===== config.mk =====
export PLATFORM = sky130hd
export DESIGN_NAME = bpk_div
export DESIGN_NICKNAME = d
export VERILOG_FILES = /design/src/hw/rtl/bpk_pkg.sv /design/src/hw/rtl/bpk_div.sv
export VERILOG_INCLUDE_DIRS = /design/src /design/src/hw/rtl
export SDC_FILE = /design/constraint.sdc
export NUM_CORES = 1
export LEC_CHECK = 0
export BUFFER_PORTS_ARGS = -buffer_cell sky130_fd_sc_hd__buf_2
export CAP_MARGIN = 25
export CORE_MARGIN = 4
export CORE_UTILIZATION = 52
export DETAILED_ROUTE_END_ITERATION = 10
export GPL_ROUTABILITY_DRIVEN = 0
export PLACE_DENSITY_LB_ADDON = 0.3
export SLEW_MARGIN = 25
export SYNTH_ARGS = -nofsm -noshare
export SYNTH_HDL_FRONTEND = slang
export SYNTH_SLANG_ARGS = --single-unit

===== constraint.sdc =====
create_clock -name i_clk -period 4.5 [get_ports i_clk]
set_clock_uncertainty 0.05 [all_clocks]
set_input_delay 0.9 -clock i_clk [delete_from_list [all_inputs] [get_ports i_clk]]
set_output_delay 0.9 -clock i_clk [all_outputs]
set_load 0.01 [all_outputs]

===== src/hw/rtl/assert_macros.svh =====
// Assertion macros shared by the RTL. They vanish when SYNTH is defined.
// Both macros expect the clock i_clk and the active-low reset i_rst_n in scope.
`ifndef ASSERT_MACROS_SVH
`define ASSERT_MACROS_SVH
`ifndef SYNTH
`define BPK_ASSERT(lbl, prop) \
    lbl: assert property (@(posedge i_clk) disable iff (!i_rst_n) prop) \
        else $error("%m: property failed");
`define BPK_NEVER(lbl, cond) \
    lbl: assert property (@(posedge i_clk) disable iff (!i_rst_n) !(cond)) \
        else $error("%m: forbidden condition seen");
`else
`define BPK_ASSERT(lbl, prop)
`define BPK_NEVER(lbl, cond)
`endif
`endif


===== src/hw/rtl/bpk_pkg.sv =====
package bpk_pkg;

    localparam int EST_W   = 31;
    localparam int COEF_W  = 32;
    localparam int RHS_W   = 32;
    localparam int COL_W   = 12;
    localparam int DIFF_W  = 63;
    localparam int SWEEP_W = 32;
    localparam int REC_W   = 9;
    localparam int Q_W     = 32;

    localparam int S_TDATA_W = 80;
    localparam int S_TUSER_W = 3;
    localparam int M_TDATA_W = 128;
    localparam int M_TUSER_W = 2;

    localparam int CFG_IDX_W  = 2;
    localparam int CFG_DATA_W = 16;

    localparam logic [EST_W-1:0] ONE_Q30 = 31'h4000_0000;
    localparam logic [Q_W-1:0]   Q_SAT   = 32'h8000_0000;
    localparam logic [REC_W-1:0] REC_MAX = 9'd511;

    localparam int DEF_MAX_COLUMNS      = 4096;
    localparam int DEF_MAX_ROW_NONZEROS = 64;

    // Divider widths for the default row length, mirrored from the top level.
    localparam int DEF_NORM_W     = 47 + $clog2(DEF_MAX_ROW_NONZEROS + 1);
    localparam int DEF_DOTMAG_W   = 40 + $clog2(DEF_MAX_ROW_NONZEROS + 1);
    localparam int DEF_R_W        = ((DEF_DOTMAG_W + 1 > 48) ? DEF_DOTMAG_W + 1 : 48) + 1;
    localparam int DEF_DIVIDEND_W = DEF_R_W - 1 + COEF_W + 6;

    typedef enum logic [1:0] {
        REQ_NZ    = 2'd0,
        REQ_SWEEP = 2'd1,
        REQ_READ  = 2'd2,
        REQ_CLEAR = 2'd3
    } t_req;

    typedef enum logic [1:0] {
        ST_OK        = 2'd0,
        ST_ZERO_NORM = 2'd1,
        ST_TOO_LONG  = 2'd2,
        ST_UNUSED    = 2'd3
    } t_status;

    typedef enum logic [CFG_IDX_W-1:0] {
        CFG_MIN_SWEEPS = 2'd0,
        CFG_PLATEAU    = 2'd1,
        CFG_ACTIVE     = 2'd2,
        CFG_NONE       = 2'd3
    } t_cfg_idx;

endpackage


===== src/hw/rtl/bpk_div.sv =====
`include "assert_macros.svh"

module bpk_div #(
    parameter int DIVIDEND_W = bpk_pkg::DEF_DIVIDEND_W,
    parameter int DIVISOR_W  = bpk_pkg::DEF_NORM_W
) (
    input  logic                   i_clk,
    input  logic                   i_rst_n,
    input  logic                   i_start,
    input  logic [DIVIDEND_W-1:0]  i_dividend,
    input  logic [DIVISOR_W-1:0]   i_divisor,
    output logic                   o_done,
    output logic [bpk_pkg::Q_W-1:0] o_quotient
);
    import bpk_pkg::*;

    // Quotients of 2^31 and above saturate, so 31 restoring steps suffice.
    localparam int STEPS = Q_W - 1;
    localparam int CNT_W = $clog2(STEPS + 1);
    localparam int CMP_W = (DIVIDEND_W > DIVISOR_W) ? DIVIDEND_W : DIVISOR_W;

    logic                 r_busy;
    logic                 r_done;
    logic                 r_sat;
    logic [CNT_W-1:0]     r_cnt;
    logic [DIVISOR_W-1:0] r_rem;
    logic [DIVISOR_W-1:0] r_d;
    logic [STEPS-1:0]     r_low;
    logic [STEPS-1:0]     r_q;

    logic                 sat;
    logic [DIVISOR_W:0]   rem2;
    logic [DIVISOR_W:0]   rem_sub;
    logic                 ge;

    always_comb begin
        sat     = CMP_W'(i_dividend >> STEPS) >= CMP_W'(i_divisor);
        rem2    = {r_rem, r_low[STEPS-1]};
        ge      = rem2 >= {1'b0, r_d};
        rem_sub = rem2 - {1'b0, r_d};
    end

    always_ff @(posedge i_clk) begin
        if (!i_rst_n) begin
            r_busy <= 1'b0;
            r_done <= 1'b0;
        end else begin
            r_done <= 1'b0;
            if (i_start) begin
                r_d   <= i_divisor;
                r_sat <= sat;
                r_rem <= DIVISOR_W'(i_dividend >> STEPS);
                r_low <= i_dividend[STEPS-1:0];
                r_q   <= '0;
                if (sat) begin
                    r_done <= 1'b1;
                end else begin
                    r_busy <= 1'b1;
                    r_cnt  <= CNT_W'(STEPS);
                end
            end else if (r_busy) begin
                r_rem <= ge ? DIVISOR_W'(rem_sub) : DIVISOR_W'(rem2);
                r_low <= {r_low[STEPS-2:0], 1'b0};
                r_q   <= {r_q[STEPS-2:0], ge};
                r_cnt <= r_cnt - 1'b1;
                if (r_cnt == CNT_W'(1)) begin
                    r_busy <= 1'b0;
                    r_done <= 1'b1;
                end
            end
        end
    end

    assign o_done     = r_done;
    assign o_quotient = r_sat ? Q_SAT : {1'b0, r_q};

    `BPK_ASSERT(a_q_bound, o_done |-> (o_quotient <= Q_SAT))
    `BPK_NEVER(a_start_busy, i_start && r_busy)
    `BPK_ASSERT(a_done_pulse, o_done |=> !o_done)

endmodule


Word level (Yosys, flattened, before mapping)
Cells that the tools add are included.

storage, ports and cells
  bits in registers = 178
  bits of input ports = 143

cells by class
  magnitude comparators = 2
  equal/unequal tests = 2
  muxes and demuxes = 18
  reduce and logical (&&, ||, !) cells = 4
  $add $sub $neg = 2

operators with widths
  operator               number
  $mux W54               3
  $ge A55 B54 Y1         2
  $mux W31               3
  $sub A54 B54 Y54       1
  $mux W32               1
  $mux W5                3
  $mux W1                8
  $eq A5 B1 Y1 const B   1
  $sub A5 B1 Y5 const B  1
  $reduce_and A2 Y1      2
  $reduce_and A3 Y1      1
  $ne A2 B2 Y1 const B   1
  $reduce_bool A2 Y1     1

Longest topological paths before layout
Gate-level depths: netlist of the first run.

  depth after elaboration = 4
  gate-level depth with buffers = 16

Least setup slack after synthesis of the first run
No wires, ideal clock.

  path kind = input to register
  start = input i_start
  end = register r_low[0] (enable)
  stages on the path = 4
  path buffers = 2
  slack = 0.126 ns
  data required time = 3.981 ns
  arrival time = 3.855 ns
  cell sequence = clkbuf_1 clkbuf_1 o21ai_0 inv_1

on the way
  longest elaborated chain between the ends = 2

ends and longest elaborated chain
  what                          RTL line       RTL
  from (decl)                   bpk_div.sv:9   input logic i_start,
  $reduce_bool A2 Y1 (no line)  -
  $reduce_and A2 Y1 (no line)   -
  to (signal assigned)          bpk_div.sv:53  r_low <= i_dividend[STEPS-1:0];
  to (signal assigned)          bpk_div.sv:63  r_low <= {r_low[STEPS-2:0], 1'b0};
  to (decl)                     bpk_div.sv:28  logic [STEPS-1:0] r_low;

No other way between the ends.
A chain may end at the register's enable or synchronous reset.

Worst setup path in the final report of the first run
  start = register r_rem[13]
  end = register r_rem[42] (data pin)

on the way
  longest elaborated chain between the ends = 4
  elaborated cells between the ends (all ways) = 5
  classes of those cells = add/sub: 1; order compare: 1; mux: 3

ends and longest elaborated chain
  what                                                RTL line                      RTL
  from (decl)                                         bpk_div.sv:26                 logic [DIVISOR_W-1:0] r_rem;
  from (signal assigned)                              bpk_div.sv:52                 r_rem <= DIVISOR_W'(i_dividend >> STEPS);
  from (signal assigned)                              bpk_div.sv:62                 r_rem <= ge ? DIVISOR_W'(rem_sub) : DIVISOR_W'(rem2);
  $sub A54 B54 Y54 or $ge A55 B54 Y1 (tied branches)  bpk_div.sv:40, bpk_div.sv:39
  $mux W54 *                                          bpk_div.sv:62
  $mux W54 *                                          bpk_div.sv:61                 end else if (r_busy) begin
  $mux W54 *                                          bpk_div.sv:49                 if (i_start) begin

Every way passes the cells marked *; elsewhere a longest branch is shown, timed or not. The select of a mux whose other input is x is not followed.

==> results of run 1 <==
-- layer usage --
layer,wire length (um),global-route usage (%),part of all wire [%]
met3,1530,4.24,5.2
met1,13500,30.6,46
met4,487,5.54,1.7
met5,13,0,0.044
met2,13800,36.0,47
-- cells in the final DEF, fill, tap and decap left out, types with 8 or more instances in the layout --
master     synthesis  layout
o21a_1             8       8
o211ai_1           9       9
xnor2_1           27      27
nor2b_1           77      77
ha_1             110     110
nor3_1             9       9
nand3b_1          37      37
edfxtp_1         176     176
nand3_1           10      10
o311ai_0          36      36
a21o_1            41      41
nand2_1           86      86
a221o_1            8       8
inv_1            132     131
o21bai_1          13      13
buf_2             17     174
and3_1             9       9
nand4_1           31      31
a21oi_1           88      88
clkbuf_16          0      17
mux2_2            33      33
o21ai_0           53      53
xor2_1            23      23
buf_4              1      10
nand2b_1          10      10
nor2_1            38      38
-- power by group through the flow --
stage | Sequential (mW) | Clock [mW] | Combinational [mW]
2_1_floorplan | 2.05 | 0 | 0.924
3_5_place_dp | 2.07 | 0 | 1.25
3_3_place_gp | 2.07 | 0 | 1.22
6_report | 2.03 | 1.52 | 1.27
5_1_grt | 2.04 | 1.62 | 1.41
4_1_cts | 2.03 | 1.55 | 1.26
-- logic make-up after synthesis --
family                   after synthesis
AO/OA/AOI/OAI                        311
XOR/XNOR                              50
adder cells (fa/ha/maj)              111
buffers and inverters                199
flip-flops                           178
multiplexers                          40
AND/OR/NAND/NOR                      330
-- registers in the layout, summed over array words and instances, names as in the netlist --
register  cells
o_done        1
r_rem        54
r_cnt         5
r_busy        1
r_low        31
r_q          31
r_d          54
r_sat         1
-- metrics by stage --
| step | hold slack, ps | utilization, % | cells | worst slack (ps) | cell area [sq um] |
|---|---|---|---|---|---|
| 3_5_place_dp | 417 | 57.2 | 1657 | 478 | 13400 |
| 5_1_grt | 441 | 59.8 | 1690 | 224 | 14000 |
| 4_1_cts | 431 | 59.7 | 1689 | 461 | 14000 |
| 3_3_place_gp | 403 | 57.2 | 1657 | 528 | 13400 |
| 2_1_floorplan | 389 | - | 1219 | 126 | 12300 |
| 6_report | 433 | 59.8 | 1690 | 434 | 14000 |
-- layout make-up --
| class | instances | area share, % |
|---|---|---|
| clock buffers | 17 | 3.04 |
| clock inverters | 15 | 1.16 |
| inverters | 132 | 3.56 |
| repair buffers | 187 | 7.09 |
| flip-flops and latches | 178 | 38.1 |
| multi-input cells | 842 | 44.2 |
| well taps | 319 | 2.85 |
-- path summary, 6_finish.rpt --
kind              startpoint   endpoint  slack [ps]
hold / removal        r_busy     r_busy         430
hold reg to reg       r_busy     r_busy         430
setup reg to reg   r_rem[13]  r_rem[42]         430
setup / recovery   r_rem[13]  r_rem[42]         430
-- worst max-delay path: cells and delay by family, from the launching register on --
family                     cells  cell delay, ps
AOI/OAI and AO/OA              7            2140
adders and majority gates      1             430
DFF                            1             400
buffers and inverters          1             400
and+or+nand+nor                3             390
==> flow_summary.yaml, run 1 <==
synthesis:
  yosys.area.top_type_share_pct: 42.9
  ys_types: 64
  synth_area_per_cell_sq_um: 10.1
  yosysSeqAreaShare_pct: 43.3
  synth_fp_nets: 1473
  yosys_warnings: 0
  synth_xor_xnor_area_share_pct: 3.56
  yosysMostFrequentCell: "edfxtp_1"
  syn_inst: 1219
  synth_top_family_by_area: "compound AO/OA/AOI/OAI gates"
  synth_area_sq_um: 12300
  yosysTopAreaCell: "edfxtp_1"
  yosys.area_share.simple_pct: 14.7
  synth_mux_area_share_pct: 3.63
  yosys_most_used_dff: "edfxtp_1"
  synth_area_leaders: "edfxtp_1, ha_1, inv_1"
  synth-edff-count: 176
  synth_common_cells: "edfxtp_1, inv_1, ha_1, a21oi_1, nand2_1"
  ys_ff_latch: 178
  synth-compound-area-share_pct: 17.0
  async_flop_share_pct: 0
  synth-adder-area-share_pct: 11.3
die:
  die_x_um: 162
  ios: 176
  initial_core_util_pct: 52.6
  core_sq_um: 23400
  rows: 56
  die_h_um: 162
  die_area_sq_um: 26200
pwr:
  netSwitchingFraction_pct: 31.6
  p_seq_share_pct: 42.1
  intPower_mw: 3.30
  pwr-share-clk_pct: 31.5
  p_switching_mw: 1.52
  power_mw: 4.82
  share_comb_of_total_power_pct: 26.3
  p_per_area_nw_per_um2: 345
  leakagePower_nw: 6.03
  irDropWorstVdd_mv: 0.180
layout:
  drive_gt1_share_pct: 19.3
  syn_to_final_growth_pct: 13.6
  layout.nets: 1612
  fillCellCount: 2058
  regArea_sq_um: 5330
  multi_input_area_sq_um: 6180
  n_antenna_cell: 0
clock_network:
  clk_path_buf_depth: 2
  htreeDepth: 4
  hold_buffers: 0
  clkSinkCount: 178
  cts_root_buffer: "clkbuf_16"
  cts_buffers: 17
  clock_latency_ps: 440
  clk_pin_slew_ps: 80
  cts_setup_buffers: 0
  cts_tree: "done"
  ctsResizeCount: 0
job:
  maxCapViolCount: 0
critical_path:
  cpPeakStageDelay_ps: 440
  crit_fanout: 32
  cp.required_ps: 4640
  worstSetupPathType: "flop to flop"
  crit_path_cell_trace: "ha_1 > a21oi_1 > o21ai_0 > a22oi_1 > nand2_1 > a2111oi_2 > nor3_2 > a21oi_2 > o31a_2 > buf_4 > nor3_1 > a221o_1"
  r2r_cells: 12
  cp-end-kind: "flop"
  critPathSlowestCell: "o31a_2"
  cp.arrival_ps: 4200
  start_kind: "flop"
global_route:
  grt_usage_pct: 22.1
  grt_pass1_vias: 9423
  globalRouteOverflowTotal: 0
  antenna_found_initial: 1
  grt_max_degree: 94
  grt_pass1_wl_um: 47100
worst_hold_path:
  min_path_type: "flop to flop"
  hold_depth: 2
sta:
  slew_viol_final: 0
  tightest_slew_ps: 682
  final-hold-violation-count: 0
  post-route-min-period_ps: 4070
  rsz0062_at_grt: "no"
  fin_setup_tns_ps: 0
  relSlewSlack_pct: 54.5
  setup_viol: 0
  post-route-period-util_pct: 90.3
  clock.fmax_ghz: 0.246
route:
  vias: 9608
  wire_per_inst_um: 17.3
  drtAntennaViolNets: 0
  wl_um: 29300
  routed_via_density: 5.69
  drc_errors: 0
  drt_iter0_drc: 688
  firstDrtPassIters: 5
placement:
  dp_hpwl_um: 22100
  io_buffer_count: 175
run_status:
  run_status: "complete, no violations"
(Power assumes the default switching activity.)
==> inputs of run 2 (changes only) <==
--- a/config.mk
+++ b/config.mk
@@ -8,7 +8,7 @@
 export LEC_CHECK = 0
 export BUFFER_PORTS_ARGS = -buffer_cell sky130_fd_sc_hd__buf_2
 export CAP_MARGIN = 25
-export CORE_MARGIN = 4
+export CORE_MARGIN = 1.5
 export CORE_UTILIZATION = 52
 export DETAILED_ROUTE_END_ITERATION = 10
 export GPL_ROUTABILITY_DRIVEN = 0
==> flow_summary.yaml, run 2 (synthesis gave the netlist of run 1 again) <==
run_status:
  run_status: "complete, no violations"
clock_network:
  clkSinkCount: 178
  clk_pin_slew_ps: 80
  hold_buffers: 0
  htreeDepth: 4
  cts_root_buffer: "clkbuf_16"
  cts_tree: "done"
  clk_path_buf_depth: 2
  cts_buffers: 17
  ctsResizeCount: 0
  cts_setup_buffers: 0
  clock_latency_ps: 440
sta:
  post-route-period-util_pct: 87.7
  tightest_slew_ps: 1010
  rsz0062_at_grt: "no"
  fin_setup_tns_ps: 0
  clock.fmax_ghz: 0.253
  final-hold-violation-count: 0
  setup_viol: 0
  slew_viol_final: 0
  post-route-min-period_ps: 3950
  relSlewSlack_pct: 32.8
pwr:
  leakagePower_nw: 6.01
  netSwitchingFraction_pct: 31.6
  intPower_mw: 3.29
  pwr-share-clk_pct: 31.6
  irDropWorstVdd_mv: 0.237
  share_comb_of_total_power_pct: 26.1
  power_mw: 4.81
  p_per_area_nw_per_um2: 345
  p_switching_mw: 1.52
  p_seq_share_pct: 42.3
layout:
  layout.nets: 1609
  syn_to_final_growth_pct: 13.4
  utilization_pct: 59.8
  biggestRegsByFlops: "r_d (54), r_rem (54)"
  fin_cells: 1688
  regArea_sq_um: 5330
  layout_commonest_cell: "edfxtp_1"
  fillCellCount: 2054
  multi_input_area_sq_um: 6180
  drive_gt1_share_pct: 19.2
  layout_common_cells: "edfxtp_1, buf_2, inv_1"
global_route:
  grt_pass1_wl_um: 45600
  antenna_found_initial: 2
  grt_pass1_vias: 9102
  grt_max_degree: 79
  grt_usage_pct: 23.5
  globalRouteOverflowTotal: 0
placement:
  dp_hpwl_um: 21200
  io_buffer_count: 175
  dp_cells: 1655
die:
  initial_core_util_pct: 52.8
  ios: 176
  core_sq_um: 23300
  die_h_um: 157
  die_x_um: 157
  die_area_sq_um: 24600
  rows: 56
critical_path:
  cp-end-kind: "flop"
  cp.arrival_ps: 4080
  r2r_start: "r_rem[5]"
  crit_fanout: 30
  cp.required_ps: 4640
  critPathCapture: "r_rem[1]"
  crit_family: "compound AO/OA/AOI/OAI gates"
  worstSetupPathType: "flop to flop"
  worstSetupStartpoint: "r_rem[5]"
  r2r_end: "r_rem[1]"
  crit_cells: 11
  crit_path_cell_trace: "ha_1 > a2111o_1 > o211ai_1 > nand2_1 > a2111oi_2 > nor3_2 > a21oi_2 > o31a_2 > buf_4 > mux2i_1 > mux2_2"
  r2r_cells: 11
  critPathBufInv: 1
  critPathSlowestCell: "a2111o_1"
  cpPeakStageDelay_ps: 470
  ff2ff_setup_slack_ps: 550
  start_kind: "flop"
route:
  wire_per_inst_um: 16.8
  vias: 9518
  drt_iter0_drc: 621
  firstDrtPassIters: 5
  drc_errors: 0
  drtAntennaViolNets: 0
  routed_via_density: 5.64
  wl_um: 28400
worst_hold_path:
  min_path_type: "flop to flop"
job:
  maxCapViolCount: 0
## run 2: changes by cell type in the layout (fill, tap and decap cells not counted), sizes merged
cell,previous run,this run
clkinv,4,3
diode,0,1
inv,140,141
buf,187,184
## run 2: worst min-delay path by stage
stage	slack [ps]	cells past startpoint	endpoint	start
2_1_floorplan	390	2	r_busy	r_busy
3_5_place_dp	410	2	r_busy	r_busy
5_1_grt	450	2	r_busy	r_busy
4_1_cts	420	2	r_busy	r_busy
6_report	420	2	r_busy	r_busy
3_3_place_gp	400	2	r_busy	r_busy
## run 2: per-layer routing
| metal | GRT usage, % | routed length [um] | part of all wire, % | vias to the layer above |
|---|---|---|---|---|
| li1 | - | - | - | 4754 |
| met1 | 32.6 | 13400 | 47 | 4482 |
| met2 | 38.0 | 13200 | 47 | 239 |
| met3 | 3.66 | 1280 | 4.5 | 41 |
| met4 | 6.71 | 488 | 1.7 | 2 |
| met5 | 0 | 11 | 0.039 | - |
## run 2: metrics by stage
step	instance area, sq um	hold WS [ps]	setup WS, ps
floorplan	12300	389	126
global placement	13400	404	401
detailed placement	13400	412	374
CTS	14000	425	534
global route	14000	452	231
finish	14000	417	553
## run 2: worst min-delay path: stages, from the launching register on
cell and delay [ps]:
dfxtp_1 320, inv_1 50, a211oi_1 50
## run 2: power groups by stage
stage / sequential [mW] / combinational (mW) / clock [mW]
6_report: 2.03 / 1.26 / 1.52
5_1_grt: 2.05 / 1.41 / 1.60
4_1_cts: 2.03 / 1.26 / 1.54
3_5_place_dp: 2.07 / 1.25 / 0
3_3_place_gp: 2.07 / 1.23 / 0
2_1_floorplan: 2.05 / 0.924 / 0
## run 2: cell type report
cell class                 instances  area share, %
multi-input combinational        842           44.3
sequential                       178           38.2
timing repair buffer             184           6.89
inverter                         132           3.57
clock buffer                      17           3.05
tap                              319           2.86
clock inverter                    15           1.16
antenna                            1         0.0179
==> inputs of run 3 (changes only) <==
==> constraint.sdc (replaced) <==
create_clock -name i_clk -period 4.55 [get_ports i_clk]
set_clock_uncertainty 0.05 [all_clocks]
set_input_delay 0.91 -clock i_clk [delete_from_list [all_inputs] [get_ports i_clk]]
set_output_delay 0.91 -clock i_clk [all_outputs]
set_load 0.01 [all_outputs]
==> flow_summary.yaml, run 3 (synthesis gave the netlist of run 1 again) <==
run_status:
  run_status: "complete, no violations"
critical_path:
  worstSetupPathType: "flop to flop"
  cp.arrival_ps: 4220
  crit_cells: 11
  crit_family: "compound AO/OA/AOI/OAI gates"
  cpPeakStageDelay_ps: 590
  cp.required_ps: 4690
  start_kind: "flop"
  r2r_cells: 11
  crit_path_cell_trace: "ha_1 > a2111o_1 > o211ai_1 > nand2_1 > a2111oi_2 > nor3_2 > a21oi_2 > o31a_2 > buf_4 > nor3_1 > a221o_1"
  critPathSlowestCell: "o31a_2"
  crit_fanout: 30
  cp-end-kind: "flop"
  critPathBufInv: 1
layout:
  utilization_pct: 59.8
  layout.nets: 1610
  drive_gt1_share_pct: 19.2
  n_antenna_cell: 0
  biggestRegsByFlops: "r_d (54), r_rem (54)"
  syn_to_final_growth_pct: 13.4
  fin_cells: 1688
  layout_common_cells: "edfxtp_1, buf_2, inv_1"
  layout_commonest_cell: "edfxtp_1"
clock_network:
  cts_setup_buffers: 0
  hold_buffers: 0
  cts_buffers: 17
  ctsResizeCount: 0
  cts_root_buffer: "clkbuf_16"
  clkSinkCount: 178
  clk_path_buf_depth: 2
  cts_tree: "done"
  htreeDepth: 4
  clk_pin_slew_ps: 70
  clock_latency_ps: 440
sta:
  final-hold-violation-count: 0
  whs_ps: 450
  tightest_slew_ps: 871
  setup_viol: 0
  clock.fmax_ghz: 0.245
  relSlewSlack_pct: 41.9
  rsz0062_at_grt: "no"
  fin_setup_tns_ps: 0
  post-route-period-util_pct: 89.8
  slew_viol_final: 0
  post-route-min-period_ps: 4080
  fin_ws_ps: 466
die:
  die_area_sq_um: 24600
  die_h_um: 157
  ios: 176
  die_x_um: 157
  core_sq_um: 23300
  rows: 56
  initial_core_util_pct: 52.8
route:
  firstDrtPassIters: 5
  drtAntennaViolNets: 0
  wl_um: 29000
  vias: 9642
  drt_iter0_drc: 694
  drc_errors: 0
  wire_per_inst_um: 17.2
  routed_via_density: 5.71
global_route:
  grt_usage_pct: 23.7
  antenna_found_initial: 1
  grt_pass1_wl_um: 46100
  grt_max_degree: 87
  grt_pass1_vias: 9313
  globalRouteOverflowTotal: 0
worst_hold_path:
  min_path_type: "flop to flop"
  hold_depth: 2
placement:
  dp_cells: 1655
  dp_hpwl_um: 21400
  pre_cts_slack_ps: 495
  io_buffer_count: 175
job:
  maxCapViolCount: 0
pwr:
  p_per_area_nw_per_um2: 338
  leakagePower_nw: 6.01
  irDropWorstVdd_mv: 0.247
[run 3: worst register-to-register path, cell delays in order, from the launching register on]
cell and delay (ps):
edfxtp_1 400, ha_1 390, a2111o_1 460, o211ai_1 240
nand2_1 170, a2111oi_2 380, nor3_2 120, a21oi_2 220
o31a_2 590, buf_4 430, nor3_1 120, a221o_1 280
[run 3: final cells by class]
cell class,instances,area [sq um]
Clock inverter,14,143
Fill cell,2042,9380
Timing Repair Buffer,185,977
Tap cell,319,399
Inverter,132,498
Sequential cell,178,5330
Multi-Input combinational cell,842,6180
Clock buffer,18,429
[run 3: final timing paths]
path                            startpoint        end  slack [ps]
worst min register to register      r_busy     r_busy         450
worst max register to register    r_rem[5]  r_rem[42]         470
worst min-delay path                r_busy     r_busy         450
worst max-delay path              r_rem[5]  r_rem[42]         470
[run 3: metal layers]
layer / vias to the layer above / global-route usage [%] / routed length (um)
li1: 4756 / - / -
met1: 4576 / 32.2 / 13400
met2: 269 / 38.6 / 13700
met3: 39 / 4.02 / 1370
met4: 2 / 7.07 / 468
met5: - / 0 / 12
[run 3: power breakdown]
part           internal [mW]  total [mW]  switching [mW]
Sequential              1.96        2.01          0.0492
Combinational          0.519        1.26           0.741
Clock                  0.731        1.46           0.724
Total                   3.21        4.72            1.51
[run 3: per-stage QoR]
stage	cell area, sq um	power, mW
final	14000	4.72
after global routing	14000	4.97
after CTS	13900	4.74
after detailed placement	13400	3.28
after global placement	13400	3.26
after floorplan	12300	2.95
